--- src/hdl/knsil_pkg.sv ---
// ----------------------------------------------------------------------------
// knsil_pkg
// Shared types, constants and helpers of the sorted top-k neighbour list.
// ----------------------------------------------------------------------------
`default_nettype none

package knsil_pkg;

    localparam int MAX_NEIGHBOURS = 16;
    localparam int DIST_BITS      = 48;

    // fixed field widths of the channels and the register
    localparam int OPC_W   = 2;
    localparam int SQD_W   = 48;
    localparam int PNT_W   = 32;
    localparam int CNTF_W  = 5;
    localparam int NC_W    = 5;
    localparam int APB_AW  = 2;
    localparam int APB_DW  = 32;

    localparam int IDX_W = (MAX_NEIGHBOURS > 1) ? $clog2(MAX_NEIGHBOURS) : 1;
    localparam int CNT_W = $clog2(MAX_NEIGHBOURS + 1);

    localparam logic [APB_AW-1:0] ADDR_NEIGHBOUR_COUNT = APB_AW'(0);

    typedef enum logic [OPC_W-1:0] {
        OP_START = 2'd0,
        OP_OFFER = 2'd1,
        OP_READ  = 2'd2,
        OP_NONE  = 2'd3
    } opcode_t;

    typedef enum logic {
        ST_IDLE,
        ST_READOUT
    } state_t;

    typedef struct packed {
        logic [DIST_BITS-1:0] distance;
        logic [PNT_W-1:0]     point;
    } entry_t;

    typedef struct packed {
        logic ins_en;
        logic valid;
    } cell_ctrl_t;

    // effective k: zero acts as one, large values saturate at the list depth
    function automatic logic [CNT_W-1:0] k_clamp(input logic [NC_W-1:0] v);
        logic [CNT_W-1:0] k;
        if (v == '0) begin
            k = CNT_W'(1);
        end else if (32'(v) > MAX_NEIGHBOURS) begin
            k = CNT_W'(MAX_NEIGHBOURS);
        end else begin
            k = CNT_W'(v);
        end
        return k;
    endfunction

endpackage

`default_nettype wire

--- src/hdl/knsil_cell.sv ---
// ----------------------------------------------------------------------------
// knsil_cell
// One slot of the sorted list: compares the candidate against its entry and
// either keeps it, takes the candidate or takes its left neighbour's entry.
// ----------------------------------------------------------------------------
`default_nettype none

module knsil_cell (
    input  logic                clk,
    input  knsil_pkg::cell_ctrl_t ctrl,
    input  knsil_pkg::entry_t   cand,
    input  knsil_pkg::entry_t   left,
    input  logic                left_ge,
    output knsil_pkg::entry_t   entry_q,
    output knsil_pkg::entry_t   entry_d,
    output logic                ge
);

    knsil_pkg::entry_t entry_reg;
    knsil_pkg::entry_t entry_next;

    // candidate lands at or before this slot; empty slots always qualify
    assign ge = !(ctrl.valid && (entry_reg.distance <= cand.distance));

    always_comb
    begin
        entry_next = entry_reg;
        if (ctrl.ins_en && ge) begin
            if (left_ge) begin
                entry_next = left;
            end else begin
                entry_next = cand;
            end
        end
    end

    always_ff @(posedge clk)
    begin
        entry_reg <= entry_next;
    end

    assign entry_q = entry_reg;
    assign entry_d = entry_next;

endmodule

`default_nettype wire

--- config.mk ---
export PLATFORM = sky130hd
export DESIGN_NAME = knsil_cell
export DESIGN_NICKNAME = d
export VERILOG_FILES = /design/src/hdl/knsil_pkg.sv /design/src/hdl/knsil_cell.sv
export SDC_FILE = /design/constraint.sdc
export NUM_CORES = 1
export LEC_CHECK = 0
export BUFFER_PORTS_ARGS = -buffer_cell sky130_fd_sc_hd__buf_2
export CAP_MARGIN = 20
export CORE_AREA = 2 2 128 130
export CTS_CLUSTER_SIZE = 14
export DETAILED_ROUTE_END_ITERATION = 10
export DIE_AREA = 0 0 130 132
export HOLD_SLACK_MARGIN = 0.03
export PLACE_DENSITY_LB_ADDON = 0.05
export SETUP_SLACK_MARGIN = 0.5
export SYNTH_ARGS = -nofsm -noshare
export SYNTH_HDL_FRONTEND = slang
export SYNTH_SLANG_ARGS = --single-unit
--- constraint.sdc ---
create_clock -name clk -period 6.7 [get_ports clk]
set_input_delay 0 -clock clk [delete_from_list [all_inputs] [get_ports clk]]
set_output_delay 0 -clock clk [all_outputs]
set_load 0.05 [all_outputs]
==> metrics list <==
- Global-route wire length before repair: 27300 µm
- For this run, the total global-route usage over all layers was measured as 0.200.
* Count of instances resized after the clock tree is built: 0
* Area added between synthesis and finish: 59.5%
- For this run, the leading register cell type out of synthesis is sky130_fd_sc_hd__dfxtp_1.
- Of the synthesized area, sequential elements account for 0.315.
* Remaining routing DRC violations: 0
- The number of antenna violations at the first check in global routing is 0.
- The worst pin sits at a relative slew slack of 0.323.
* Final non-filler cell total: 1122
- The critical path in this run is classified as reg -> out.
- Average routed wire per standard cell: 15.6 µm
- Starting DRT DRC Count: 82
* Antenna fix cells: 0
* Depth of the worst register-to-register path: 9
- Starting Density: 0.324
- The detail route stage leaves a number of antenna-violating nets equal to 0.
- Syn_nets: 695
* Min-Delay Endpoint: entry_q[30]
- After clock tree synthesis, the clock-pin slew on the worst setup and hold paths is 60 ps.
- Cell area after synthesis: 5080 µm²
* Die Wd: 130 µm
- Clock tree root buffer cell: sky130_fd_sc_hd__clkbuf_16
- Total leakage power: 4.26 nW
- Maximum number of pins on one net before global-route repair: 65
* Final global-route overflow total: 0
- Along the worst path, the maximum fanout reaches 51.
- The register with the most flip-flops in the layout has 80 of them.
- Summed negative setup slack over all endpoints: 0 ps
- Along the worst hold path, the cell count comes to 3.
- Using the TritonRoute via totals, the vias-per-cell ratio works out to 4.54.
- Setup violations remaining at the end of the flow were counted as 0.
- Clock tree from TritonCTS: done
* Via count: 5096
* Max Fclk: 0.230 GHz
- Number of levels in the clock H-tree: 3
* Pwr dens: 406 nW/µm²
* Die height: 132 µm
- Counting the buffers created by CTS gives 9.
* Post-placement worst setup slack: 2610 ps
- Setup repair after global routing missed its margin: false
- RR Startpoint: entry_q[79]
- VDD sags by at most 0.218 mV.
- Top-level port count: 325
* Total of buffers placed on input and output ports: 324
- The layout has 1488 filler cells.
- Once routing completed, OpenROAD measured the worst setup slack at 2350 ps.
- Pin slew with the least headroom to its limit: 1020 ps
* Count of max-cap constraint violations: 0
* Average cell area after synthesis: 10.5 µm²
- The path class of the tightest hold or removal check is in -> reg.
- Data on the critical path arrives at its endpoint at 4350 ps.
- Count of synthesis-stage warnings from yosys: 0
- The clock passes through at most 2 buffers.
- Summed over all nets, the half-perimeter wirelength after detailed placement is 13200 µm.
- After synthesis, the netlist uses 35 different library cells.
- Post-route clock skew: 12.5 ps
- The setup check on the worst reg-to-reg path leaves a slack of 2870 ps.
- Final period util: 0.650
- The floorplan step defined a die boundary enclosing 17200 µm².
* CP Launch Type: flip-flop
- The flow ran to the end, and the final reports show no timing, DRC or antenna violations.
- Core Region: 15700 µm²
- Number of max-slew violations in the final report: 0
- Flops & latches, synth: 80
- The final hold violation count is 0.
- The worst setup path is captured at an output port.
* Cell count after placement: 1002
- Number of nets in the layout: 1113
- Count of flip-flops with a built-in enable after synthesis: 0
* Clock insertion delay at the later pin of the skew report: 340 ps
- After technology mapping, the gate count stands at 483.
- Global placer's final weighted congestion: 0.840
* Hold path startpoint: left[30]
- Share of layout cells above drive strength 1: 0.510
- Data required time at the worst endpoint: 6700 ps
* Post-synthesis async set-or-reset flop share: 0
* Min Clock Period, post-route: 4350 ps
* CTS sink count: 80
- After floorplanning, the core was divided into 46 placement rows.
- Before antenna repair, the detailed router went through 4 iterations.
* Crit Reg-Reg Endpoint: entry_q[16]
* Final routed wirelength across all metal layers: 17500 µm
* Via count of the first global-routing pass: 5425
-- cell usage after synthesis, types with 2 or more instances --
cell type / instances / share of area
sky130_fd_sc_hd__nand3_1: 7 / 0.0069
sky130_fd_sc_hd__nand4_1: 8 / 0.0098
sky130_fd_sc_hd__a211o_1: 2 / 0.0034
sky130_fd_sc_hd__o21ai_0: 53 / 0.052
sky130_fd_sc_hd__nand2_1: 56 / 0.041
sky130_fd_sc_hd__buf_1: 3 / 0.0022
sky130_fd_sc_hd__buf_12: 9 / 0.035
sky130_fd_sc_hd__ha_1: 48 / 0.12
sky130_fd_sc_hd__dfxtp_1: 80 / 0.32
sky130_fd_sc_hd__mux2_2: 32 / 0.071
sky130_fd_sc_hd__a221oi_2: 3 / 0.0089
sky130_fd_sc_hd__inv_1: 51 / 0.038
sky130_fd_sc_hd__mux2i_1: 2 / 0.0039
sky130_fd_sc_hd__o21ai_1: 2 / 0.0020
sky130_fd_sc_hd__clkbuf_1: 11 / 0.0081
sky130_fd_sc_hd__a21o_1: 2 / 0.0030
sky130_fd_sc_hd__nor2b_1: 3 / 0.0037
sky130_fd_sc_hd__a21oi_1: 15 / 0.015
sky130_fd_sc_hd__a21oi_2: 2 / 0.0034
sky130_fd_sc_hd__mux2_4: 79 / 0.23
-- through the flow --
| step | total power [mW] | cell area [µm²] | util | hold slack [ps] |
|---|---|---|---|---|
| floorplan | 2.32 | 5080 | - | 325 |
| global placement | 2.73 | 6760 | 0.430 | 344 |
| detailed placement | 2.74 | 6760 | 0.430 | 349 |
| CTS | 3.32 | 8110 | 0.516 | 31.0 |
| global route | 3.45 | 8110 | 0.516 | 47.2 |
| finish | 3.29 | 8110 | 0.516 | 52.3 |
-- layer usage --
metal,track usage,wire (µm),vias up
met3,0.0507,1290,42
met1,0.206,6640,2326
met2,0.372,8960,198
li1,-,-,2530
met5,0,0,-
met4,0.0926,588,0
-- logic make-up (layout without fill, tap and decap cells) --
logic type / Yosys count / after routing / synth area share
AO/OA/AOI/OAI: 86 / 86 / 0.101
adder cells (fa/ha/maj): 48 / 48 / 0.118
AND/OR/NAND/NOR: 82 / 82 / 0.0746
buffers and inverters: 74 / 497 / 0.0834
flip-flops: 80 / 80 / 0.315
multiplexers: 113 / 113 / 0.308
-- critical path, stage by stage, from the launching register on --
cell	delay, ps
sky130_fd_sc_hd__dfxtp_1	330
sky130_fd_sc_hd__ha_1	320
sky130_fd_sc_hd__nand4_1	130
sky130_fd_sc_hd__nor4_1	510
sky130_fd_sc_hd__nand3_1	200
sky130_fd_sc_hd__a41oi_1	230
sky130_fd_sc_hd__a211o_1	160
sky130_fd_sc_hd__o31a_4	800
sky130_fd_sc_hd__buf_4	640
sky130_fd_sc_hd__mux2i_1	370
sky130_fd_sc_hd__buf_2	320
-- power by group --
group	internal, mW	total [mW]	switching [mW]
clock network	0.300	0.511	0.212
logic	0.600	2.05	1.45
registers	0.626	0.732	0.106
total	1.53	3.29	1.76
-- cell type report --
cell class | instances | area, µm² | share of cell area
Inverter | 51 | 191 | 0.0236
Timing Repair Buffer | 430 | 2680 | 0.331
Tap cell | 216 | 270 | 0.0333
Clock buffer | 10 | 239 | 0.0295
Clock inverter | 6 | 68.8 | 0.00849
Multi-Input combinational cell | 329 | 3060 | 0.377
Sequential cell | 80 | 1600 | 0.198
-- placed cells by master, fill, tap and decap left out, types with 3 or more instances in the layout --
cell type and count:
sky130_fd_sc_hd__mux2_4 79, sky130_fd_sc_hd__inv_1 51, sky130_fd_sc_hd__buf_4 3, sky130_fd_sc_hd__a21oi_1 15, sky130_fd_sc_hd__buf_2 323, sky130_fd_sc_hd__ha_1 48, sky130_fd_sc_hd__a221oi_2 3, sky130_fd_sc_hd__o21ai_0 53
sky130_fd_sc_hd__nand4_1 8, sky130_fd_sc_hd__dlygate4sd3_1 104, sky130_fd_sc_hd__clkinvlp_4 4, sky130_fd_sc_hd__mux2_2 32, sky130_fd_sc_hd__dfxtp_1 80, sky130_fd_sc_hd__clkbuf_16 9, sky130_fd_sc_hd__nor2b_1 3, sky130_fd_sc_hd__nand2_1 56
sky130_fd_sc_hd__nand3_1 7
-- what timing repair did --
action	in CTS	in global routing
hold buffers	104	0
endpoints found under the hold margin	75	0
buffers inserted	0	0
-- how the worst max path moves through the flow --
stage,start,to
2_1_floorplan,entry_q[45],entry_q[32]
3_3_place_gp,entry_q[79],entry_d[32]
3_5_place_dp,entry_q[79],entry_d[32]
4_1_cts,entry_q[79],entry_d[32]
5_1_grt,entry_q[79],entry_d[32]
6_report,entry_q[79],entry_d[32]
Note: power is estimated with default switching activity, not from simulation.
